$ cat src/rtl/core/bpre_pkg.sv
`timescale 1ns / 1ps
// ----------------------------------------------------------------------------
// bpre_pkg
// Shared types and constants for the button press / auto-repeat event core.
// ----------------------------------------------------------------------------
package bpre_pkg;

  localparam int CHAN_W   = 5;
  localparam int STATUS_W = 8;
  localparam int TIME_W   = 32;
  localparam int MASK_W   = 32;
  localparam int DELAY_W  = 16;
  localparam int KIND_W   = 2;
  localparam int CFG_IDX_W  = 2;
  localparam int CFG_DATA_W = 32;

  // register indexes on the config port
  localparam logic [CFG_IDX_W-1:0] REG_PRESSED_VALUE = 2'd0;
  localparam logic [CFG_IDX_W-1:0] REG_INVERT_MASK   = 2'd1;
  localparam logic [CFG_IDX_W-1:0] REG_REPEAT_DELAY  = 2'd2;
  localparam logic [CFG_IDX_W-1:0] REG_REPEAT_PERIOD = 2'd3;

  localparam logic [STATUS_W-1:0] PRESSED_VALUE_RST = 8'd1;
  localparam logic [MASK_W-1:0]   INVERT_MASK_RST   = 32'd0;
  localparam logic [DELAY_W-1:0]  REPEAT_DELAY_RST  = 16'd500;
  localparam logic [DELAY_W-1:0]  REPEAT_PERIOD_RST = 16'd33;

  typedef enum logic [KIND_W-1:0] {
    KIND_NONE     = 2'd0,
    KIND_PRESSED  = 2'd1,
    KIND_REPEAT   = 2'd2,
    KIND_RELEASED = 2'd3
  } kind_t;

  // classified sample handed from front to back
  typedef struct packed {
    logic [CHAN_W-1:0]   chan;
    logic [STATUS_W-1:0] status;
    logic [TIME_W-1:0]   now_ms;
    logic                pressed;
    logic                in_range;
  } item_t;

endpackage

$ cat src/rtl/core/bpre_front.sv
`timescale 1ns / 1ps
// ----------------------------------------------------------------------------
// bpre_front
// Unpacks an input sample and classifies it: channel range and pressed state.
// ----------------------------------------------------------------------------
module bpre_front #(
  parameter int CHANNELS = 32
) (
  input  logic [47:0]                   tdata,
  input  logic [bpre_pkg::STATUS_W-1:0] pressed_value,
  input  logic [bpre_pkg::MASK_W-1:0]   invert_mask,
  output bpre_pkg::item_t               item
);
  import bpre_pkg::*;

  logic [CHAN_W-1:0]   chan;
  logic [STATUS_W-1:0] status;
  logic                hit;
  logic                inv;

  assign chan   = tdata[CHAN_W-1:0];
  assign status = tdata[CHAN_W +: STATUS_W];
  assign hit    = (status == pressed_value);
  assign inv    = invert_mask[chan];

  always_comb begin
    item.chan     = chan;
    item.status   = status;
    item.now_ms   = tdata[CHAN_W+STATUS_W +: TIME_W];
    item.pressed  = hit ^ inv;
    item.in_range = (32'(chan) < CHANNELS);
  end

endmodule

$ cat src/rtl/core/bpre_fifo.sv
`timescale 1ns / 1ps
// ----------------------------------------------------------------------------
// bpre_fifo
// Two-entry queue of classified samples between front and back.
// ----------------------------------------------------------------------------
module bpre_fifo (
  input  logic            clk,
  input  logic            rst,
  input  logic            wr_en,
  input  bpre_pkg::item_t wr_item,
  output logic            full,
  input  logic            rd_en,
  output bpre_pkg::item_t rd_item,
  output logic            not_empty
);
  import bpre_pkg::*;

  item_t       slots [2];
  logic        wr_ptr;
  logic        rd_ptr;
  logic [1:0]  count;

  assign full      = (count == 2'd2);
  assign not_empty = (count != 2'd0);
  assign rd_item   = slots[rd_ptr];

  always_ff @(posedge clk) begin
    if (rst) begin
      wr_ptr <= 1'b0;
      rd_ptr <= 1'b0;
      count  <= 2'd0;
    end else begin
      if (wr_en) wr_ptr <= ~wr_ptr;
      if (rd_en) rd_ptr <= ~rd_ptr;
      case ({wr_en, rd_en})
        2'b10:   count <= count + 2'd1;
        2'b01:   count <= count - 2'd1;
        default: count <= count;
      endcase
    end
  end

  always_ff @(posedge clk) begin
    if (wr_en) slots[wr_ptr] <= wr_item;
  end

endmodule

$ cat src/rtl/core/bpre_back.sv
`timescale 1ns / 1ps
// ----------------------------------------------------------------------------
// bpre_back
// Per-channel state table and event decision, with a registered result.
// ----------------------------------------------------------------------------
module bpre_back #(
  parameter int CHANNELS = 32
) (
  input  logic                           clk,
  input  logic                           rst,
  input  bpre_pkg::item_t                item,
  input  logic                           item_valid,
  output logic                           item_pop,
  input  logic [bpre_pkg::DELAY_W-1:0]   repeat_delay_ms,
  input  logic [bpre_pkg::DELAY_W-1:0]   repeat_period_ms,
  output logic                           out_valid,
  input  logic                           out_ready,
  output logic [bpre_pkg::CHAN_W-1:0]    out_chan,
  output bpre_pkg::kind_t                out_kind
);
  import bpre_pkg::*;

  // the channel field only reaches 32 entries
  localparam int DEPTH = (CHANNELS < 32) ? CHANNELS : 32;
  localparam int IDX_W = (DEPTH > 1) ? $clog2(DEPTH) : 1;

  logic [STATUS_W-1:0] prev_status [DEPTH];
  logic [TIME_W-1:0]   last_stamp  [DEPTH];
  logic [DEPTH-1:0]    armed;

  logic [IDX_W-1:0]    idx;
  logic [STATUS_W-1:0] last;
  logic [TIME_W-1:0]   elapsed;
  logic                changed;
  logic                in_delay;
  logic                period_hit;
  kind_t               kind;
  logic                stamp_wr;
  logic                armed_wr;
  logic                armed_val;

  assign idx        = item.chan[IDX_W-1:0];
  assign last       = prev_status[idx];
  assign elapsed    = item.now_ms - last_stamp[idx];
  assign changed    = (item.status != last);
  assign in_delay   = armed[idx] && (elapsed < {16'd0, repeat_delay_ms});
  assign period_hit = (elapsed >= {16'd0, repeat_period_ms});
  assign item_pop   = item_valid && (!out_valid || out_ready);

  always_comb begin
    kind      = KIND_NONE;
    stamp_wr  = 1'b0;
    armed_wr  = 1'b0;
    armed_val = 1'b0;
    if (item.in_range) begin
      if (!item.pressed) begin
        kind = changed ? KIND_RELEASED : KIND_NONE;
      end else if (changed) begin
        kind      = KIND_PRESSED;
        stamp_wr  = 1'b1;
        armed_wr  = 1'b1;
        armed_val = 1'b1;
      end else if (in_delay) begin
        // first held sample inside the delay window: restart timing
        stamp_wr  = 1'b1;
        armed_wr  = 1'b1;
        armed_val = 1'b0;
      end else if (period_hit) begin
        kind     = KIND_REPEAT;
        stamp_wr = 1'b1;
      end
    end
  end

  always_ff @(posedge clk) begin
    if (rst) begin
      for (int i = 0; i < DEPTH; i++) begin
        prev_status[i] <= '0;
        last_stamp[i]  <= '0;
      end
      armed <= '0;
    end else if (item_pop && item.in_range) begin
      prev_status[idx] <= item.status;
      if (stamp_wr) last_stamp[idx] <= item.now_ms;
      if (armed_wr) armed[idx] <= armed_val;
    end
  end

  always_ff @(posedge clk) begin
    if (rst) begin
      out_valid <= 1'b0;
    end else if (item_pop) begin
      out_valid <= 1'b1;
    end else if (out_ready) begin
      out_valid <= 1'b0;
    end
  end

  always_ff @(posedge clk) begin
    if (item_pop) begin
      out_chan <= item.chan;
      out_kind <= kind;
    end
  end

endmodule

$ cat src/rtl/core/button_press_repeat_events_core.sv
`timescale 1ns / 1ps
// A sample is queued, then its result is registered as it is popped from the queue.
// Throughput: one sample per cycle unless m_axis_tready stalls; state is updated as it pops.
// A two-entry queue separates classification from the state table.
// Reset (rst, synchronous) clears all per-channel state at once and loads the
// register defaults; no clearing pass is needed.
// ----------------------------------------------------------------------------
// button_press_repeat_events_core
// Button sample in, press / repeat / release event out, per channel.
// ----------------------------------------------------------------------------
module button_press_repeat_events_core #(
  parameter int CHANNELS = 32
) (
  input  logic                              clk,
  input  logic                              rst,
  input  logic                              s_axis_tvalid,
  output logic                              s_axis_tready,
  input  logic [47:0]                       s_axis_tdata,  // channel, raw_status, now_ms, pad
  output logic                              m_axis_tvalid,
  input  logic                              m_axis_tready,
  output logic [7:0]                        m_axis_tdata,  // event_channel, pad
  output logic [1:0]                        m_axis_tuser,  // event_kind
  input  logic                              cfg_valid,
  output logic                              cfg_ready,
  input  logic [bpre_pkg::CFG_IDX_W-1:0]    cfg_index,
  input  logic [bpre_pkg::CFG_DATA_W-1:0]   cfg_data
);
  import bpre_pkg::*;

  logic [STATUS_W-1:0] pressed_value;
  logic [MASK_W-1:0]   invert_mask;
  logic [DELAY_W-1:0]  repeat_delay_ms;
  logic [DELAY_W-1:0]  repeat_period_ms;

  item_t               front_item;
  item_t               back_item;
  logic                fifo_full;
  logic                fifo_not_empty;
  logic                pop;
  logic                in_xfer;
  logic [CHAN_W-1:0]   out_chan;
  kind_t               out_kind;

  assign cfg_ready     = 1'b1;
  assign s_axis_tready = !fifo_full;
  assign in_xfer       = s_axis_tvalid && s_axis_tready;
  assign m_axis_tdata  = {3'd0, out_chan};
  assign m_axis_tuser  = out_kind;

  always_ff @(posedge clk) begin
    if (rst) begin
      pressed_value    <= PRESSED_VALUE_RST;
      invert_mask      <= INVERT_MASK_RST;
      repeat_delay_ms  <= REPEAT_DELAY_RST;
      repeat_period_ms <= REPEAT_PERIOD_RST;
    end else if (cfg_valid && cfg_ready) begin
      case (cfg_index)
        REG_PRESSED_VALUE: pressed_value    <= cfg_data[STATUS_W-1:0];
        REG_INVERT_MASK:   invert_mask      <= cfg_data[MASK_W-1:0];
        REG_REPEAT_DELAY:  repeat_delay_ms  <= cfg_data[DELAY_W-1:0];
        REG_REPEAT_PERIOD: repeat_period_ms <= cfg_data[DELAY_W-1:0];
        default: ;
      endcase
    end
  end

  bpre_front #(
    .CHANNELS(CHANNELS)
  ) u_front (
    .tdata         (s_axis_tdata),
    .pressed_value (pressed_value),
    .invert_mask   (invert_mask),
    .item          (front_item)
  );

  bpre_fifo u_fifo (
    .clk       (clk),
    .rst       (rst),
    .wr_en     (in_xfer),
    .wr_item   (front_item),
    .full      (fifo_full),
    .rd_en     (pop),
    .rd_item   (back_item),
    .not_empty (fifo_not_empty)
  );

  bpre_back #(
    .CHANNELS(CHANNELS)
  ) u_back (
    .clk              (clk),
    .rst              (rst),
    .item             (back_item),
    .item_valid       (fifo_not_empty),
    .item_pop         (pop),
    .repeat_delay_ms  (repeat_delay_ms),
    .repeat_period_ms (repeat_period_ms),
    .out_valid        (m_axis_tvalid),
    .out_ready        (m_axis_tready),
    .out_chan         (out_chan),
    .out_kind         (out_kind)
  );

endmodule
$ cat config.mk
export PLATFORM = sky130hd
export DESIGN_NAME = button_press_repeat_events_core
export DESIGN_NICKNAME = d
export VERILOG_FILES = /design/src/rtl/core/bpre_pkg.sv /design/src/rtl/core/bpre_front.sv /design/src/rtl/core/bpre_fifo.sv /design/src/rtl/core/bpre_back.sv /design/src/rtl/core/button_press_repeat_events_core.sv
export SDC_FILE = /design/constraint.sdc
export NUM_CORES = 2
export LEC_CHECK = 0
export BUFFER_PORTS_ARGS = -buffer_cell sky130_fd_sc_hd__buf_4
export CAP_MARGIN = 20
export CORE_MARGIN = 3
export CORE_UTILIZATION = 25
export CTS_BUF_LIST = sky130_fd_sc_hd__clkbuf_4
export DETAILED_ROUTE_END_ITERATION = 8
export GPL_TIMING_DRIVEN = 0
export PLACE_DENSITY = 0.41
export RECOVER_POWER = 100
export SLEW_MARGIN = 30
export SYNTH_ARGS = -nofsm -noshare
export SYNTH_HDL_FRONTEND = slang
export SYNTH_SLANG_ARGS = --single-unit
$ cat constraint.sdc
create_clock -name clk -period 25.9 [get_ports clk]
set_clock_uncertainty 0.05 [all_clocks]
set_input_delay 5.18 -clock clk [delete_from_list [all_inputs] [get_ports clk]]
set_output_delay 5.18 -clock clk [all_outputs]
set_load 0.01 [all_outputs]
---- Word-level counts from Yosys, hierarchy flattened ----
Memory sizes are Yosys's and may differ from the RTL's. A register that Yosys moved wholly into a read port is not among the register bits.
Cells that the tools add are included.
storage, ports and cells
  input bits .............................. 87
  memories ................................ 3
  register bits after elaboration ......... 116
  memory bits (writable) .................. 1372
  output and inout bits ................... 13
  word-level logic and storage cells ...... 98
operators by class
  muxes and demuxes ....................... 46
  bitwise logic cells ..................... 3
  order comparisons ....................... 5
  reductions and logical operators ........ 19
  add/subtract/negate cells ............... 3
  equality and inequality tests ........... 8
memories
  name                words  width  rd ports  clocked after Yosys merged registers in  write ports  RTL line         source
  u_back.last_stamp   32     32     1         0                                        32           bpre_back.sv:28  logic [TIME_W-1:0] last_stamp [DEPTH];
  u_back.prev_status  32     8      1         0                                        32           bpre_back.sv:27  logic [STATUS_W-1:0] prev_status [DEPTH];
  u_fifo.slots        2      46     1         1                                        1            bpre_fifo.sv:18  item_t slots [2];
operators by type and width
  operator                                                     count
  bitwise mux 32 bit                                           1
  >= comparator 32 x 16 -> 1 bit                               1
  less-than comparator 32 x 16 -> 1 bit                        1
  two-way mux 1 bit                                            32
  two-way mux 32 bit                                           1
  OR reduction 32 bit                                          1
  subtractor 32 bit                                            1
  less-than comparator 5 x 6 -> 1 bit (second input constant)  2
  binary-select mux 1 bit (select 5 bit)                       2
  two-way mux 2 bit                                            5
  two-way mux 5 bit                                            2
  AND reduction 2 bit                                          5
  equality test 2 bit (second input constant)                  4
  equality test 8 bit                                          1
  two-way mux 8 bit                                            1
  inequality test 8 bit                                        1
  OR reduction 8 bit                                           1
  nonzero test 2 bit                                           3
  demux 1 bit (select 5 bit)                                   1
  >= comparator 5 x 1 -> 1 bit (second input constant)         1
  equality test 2 x 1 -> 1 bit (second input constant)         2
  logical AND 1 bit                                            4
  case mux 2 bit (2 select lines)                              1
  adder 2 x 1 -> 2 bit (second input constant)                 1
  7 further kinds                                              9

---- Longest topological paths before layout ----
An unclocked memory read counts as a cell.
  depth after elaboration ................. 14
  depth in mapped cells ................... 32
  gate-level depth less buffers ........... 22

---- Hierarchy ----
A second synthesis with hierarchy kept.
second synthesis, totals
  cell total of the unflattened synthesis .. 5140
  area total of the unflattened synthesis .. 70014.6 um^2
modules (own cells, without submodules)
  module                           sequential area each (um^2)  area each (um^2)  instances  cells an instance
  bpre_back                        39307.7                      62622.6           1          4583
  bpre_fifo                        2922.8                       3592.2            1          168
  button_press_repeat_events_core  1441.4                       3029.2            1          288
  bpre_front                       0.0                          770.7             1          101

---- Worst setup path before layout ----
No wires, ideal clock.
  path type ............................... reg2reg
  start ................................... reg with a tool-made name
  end ..................................... mem u_back.last_stamp[13][0] (enable)
  period minus slack after synthesis ...... 9.393 ns
  setup time .............................. 0.466 ns
  arrival time ............................ 8.878 ns
  buffers on the path ..................... 8
  stages on the path, launching flop included .. 30
  data required time ...................... 25.384 ns
  slack ................................... 16.507 ns
  path through ............................ dfxtp_1 > buf_2 > mux2i_4 > inv_2 > buf_4 > buf_6 > buf_4 > buf_1 > clkbuf_1 > buf_1 > mux4_2 > o22ai_1 > nor4_1 > ha_1 > fa_1 > nor2b_1 > o2111ai_1 > a21oi_1 > nor2_1 > xnor2_1 > ha_1 > and4_1 > o211a_1 > a211oi_1 > o21ai_0 > a211oi_1 > nand2b_1 > o311ai_2 > buf_2 > o21ai_0
RTL lines
  what       RTL line
  to (decl)  bpre_back.sv:28

==> results.py <==
metrics = {
    "timing": {
        "final.setup.tns_ps": 0,
        "rsz0062_at_grt": "false",
        "max_freq_ghz": 0.0560,
        "tightestPinTransition_ps": 2650,
        "finalSetupViolations": 0,
        "maxSlewViolCount": 482,
        "relSlewSlack": -0.784,
        "hold_viol_final": 0,
        "whs_ps": 404,
        "fin_crit_ps": 17870,
        "finalCritPeriodShare": 0.690,
    },
    "floorplan": {
        "start_util": 0.252,
        "dieHeight_um": 529,
        "io_pins": 100,
        "core_sq_mm": 0.271,
        "row_count": 191,
        "dieArea_sq_mm": 0.280,
        "fp.dieW_um": 529,
    },
    "synthesis": {
        "async_flop_share": 0,
        "ys_types": 75,
        "synth.cell_area_sq_mm": 0.0684,
        "yosysSeqAreaShare": 0.638,
        "synth-seq-cells": 1489,
        "yosysMostFrequentCell": "edfxtp_1",
        "yosys.area.top_type": "edfxtp_1",
        "yosys-top-cells-area": "edfxtp_1 61%, nor3_1 9.4%, mux4_2 9.0%",
        "synth.avg_cell_area_sq_um": 13.2,
        "ys_warn_count": 0,
        "synthCells": 5179,
        "synth_ff_type": "edfxtp_1",
        "synth_edf_count": 1379,
        "synth_common_cells": "1379 x edfxtp_1, 1287 x nor3_1, 447 x clkbuf_1, 305 x nand2_1, 272 x mux4_2",
        "yosys.area.top_type_share": 0.606,
    },
    "clock_tree": {
        "cts_root_buf": "clkbuf_4",
        "ctsHoldBuffers": 0,
        "cts_setup_buffers": 0,
        "numCtsBuffers": 410,
        "clkLatencyLatePin_ps": 1320,
        "cts_resized": 0,
        "cts_htree_levels": 5,
        "clock_path_buffers": 4,
        "clk_pin_slew_worst_paths_ps": 70,
        "cts.sinks": 1489,
        "tritoncts": "yes",
    },
    "worst_hold_path": {
        "hold_start": "invert_mask[30]",
        "hold_path_depth": 2,
        "hp-class": "reg -> reg",
        "min_to": "invert_mask[30]",
    },
    "drt": {
        "drtIter0Drc": 6159,
        "vias_per_cell": 5.42,
        "dr.pass1.iters": 5,
        "postRouteAntennaNets": 0,
        "num_vias": 52500,
        "wl_per_cell_um": 32.8,
        "wl_mm": 318,
        "drc": 0,
    },
    "critical_path": {
        "max_stage_delay_ps": 1560,
        "crit_type": "reg -> reg",
        "crit_arrival_ps": 18660,
        "crit_top_cell": "clkbuf_1",
        "path_buf_inv": 12,
        "critPathCaptureType": "flop",
        "cp_max_fo": 14,
        "timing.rr.end": "u_back.last_stamp[30][21]",
        "cp_data_required_time_ps": 26690,
        "r2r_slack_ps": 8030,
        "reg2reg_depth": 32,
        "cp_top_family": "buffers and inverters",
        "cp-start-kind": "flop",
        "crit_path_top_delay_cell": "o21ai_0",
    },
    "pwr": {
        "p_leak_nw": 25.3,
        "peakVddDrop_v": 0.0000631,
        "powerDensity_mw_per_mm2": 108,
        "power_mw": 8.57,
    },
    "global_routing": {
        "overflow": 0,
        "grt_max_degree": 33,
        "grt_pass1_vias": 52000,
        "grt_usage": 0.221,
        "grt_first_pass_wirelength_mm": 433,
        "antenna_found_initial": 14,
    },
    "placed_design": {
        "dp_hpwl_mm": 233,
        "port_buffers": 91,
        "place_inst": 8961,
        "place_congestion": 0.894,
    },
    "run": {
        "maxCapViolCount": 51,
    },
    "layout": {
        "nNetsFinal": 5954,
        "final_cells": 9681,
        "nFillCells": 28300,
        "drive_gt1_frac": 0.194,
        "area_growth_pct": 16.6,
    },
    "run_status": {
        "status": "finished with violations",
        "failed_checks": "max-capacitance violations, max-slew violations",
    },
}
-- cell families (layout without fill, tap and decap cells) --
family,count (synthesis),in the layout,share of synthesized area
AOI/OAI and AO/OA,709,709,0.0662
xor gates and xnor gates,37,37,0.00494
adders and majority gates,64,64,0.0118
buffers and inverters,668,1593,0.0413
DFF,1489,1489,0.638
muxes,372,372,0.105
other,2,9,0.000110
and+or+nand+nor,1838,1838,0.133
-- report_power, final --
part	switching (mW)	internal (mW)
Clock	1.08	1.17
Combinational	2.53	0.991
Sequential	0.0435	2.76
Total	3.65	4.92
-- worst min-delay path, cell delays in order, from the launching register on --
cell and delay (ps):
dfxtp_1 310, nand2_1 50, a21oi_1 50
-- sequential cells by signal, indices dropped and copies added, names as in the netlist, named ones only --
signal              count
u_back.prev_status    256
u_fifo.count            2
u_back.out_kind         2
u_fifo.wr_ptr           1
repeat_delay_ms        16
u_back.last_stamp    1024
repeat_period_ms       16
u_back.out_valid        1
u_fifo.slots           92
u_fifo.rd_ptr           1
u_back.out_chan         5
pressed_value           8
u_back.armed           32
invert_mask            32
-- metal layers --
metal / global-route usage / vias up / wire length [um]
li1: - / 21700 / -
met1: 0.301 / 27100 / 134000
met2: 0.336 / 2976 / 140000
met3: 0.0427 / 669 / 26400
met4: 0.108 / 4 / 17500
met5: 0 / - / 40
-- stage by stage --
stage                     utilization  instance area [sq um]  setup slack (ps)
after floorplan                     -                  68400             16510
after global placement          0.271                  73500              7870
after detailed placement        0.283                  76900             13250
after CTS                       0.303                  82200             13320
after global routing            0.294                  79700              7660
final                           0.294                  79700              8030
-- final cells by class --
type / instances / area [sq um] / share of cell area
Antenna cell: 5 / 12.5 / 0.000157
Multi-Input combinational cell: 3024 / 22000 / 0.275
Tap cell: 3570 / 4470 / 0.0560
Sequential cell: 1489 / 43600 / 0.547
Clock inverter: 76 / 473 / 0.00593
Buffer: 622 / 2500 / 0.0313
Timing Repair Buffer: 210 / 1710 / 0.0215
Inverter: 46 / 173 / 0.00217
Clock buffer: 639 / 4800 / 0.0602
-- layout by cell type (no fill, tap or decap), drive strengths merged, types with 15 or more instances in the layout --
cell and instances:
o21a 33, clkbuf 1349, nor3 1287, nand4 18, dfxtp 110, nor4 21
clkinv 63, inv 51, buf 122, nand2 305, a31oi 15, nand3 30
mux2 32, nor2 63, a32oi 15, and4 26, mux2i 68, xnor2 27
o21ai 117, a21boi 32, a22oi 107, mux4 272, ha 63, o22ai 31
a21oi 245, edfxtp 1379
-- worst max-delay path by stage --
stage,startpoint,endpoint,slack [ps],depth (start not counted)
final,flop,u_back.last_stamp[30][21],8030,32
after global routing,flop,u_back.last_stamp[30][21],7660,32
after global placement,flop,u_back.last_stamp[13][15],7870,28
after floorplan,flop,u_back.last_stamp[13][0],16510,29
after detailed placement,flop,u_back.last_stamp[18][15],13250,34
after CTS,flop,u_back.last_stamp[18][25],13320,34
No activity file was read; power rests on OpenSTA's default activity.
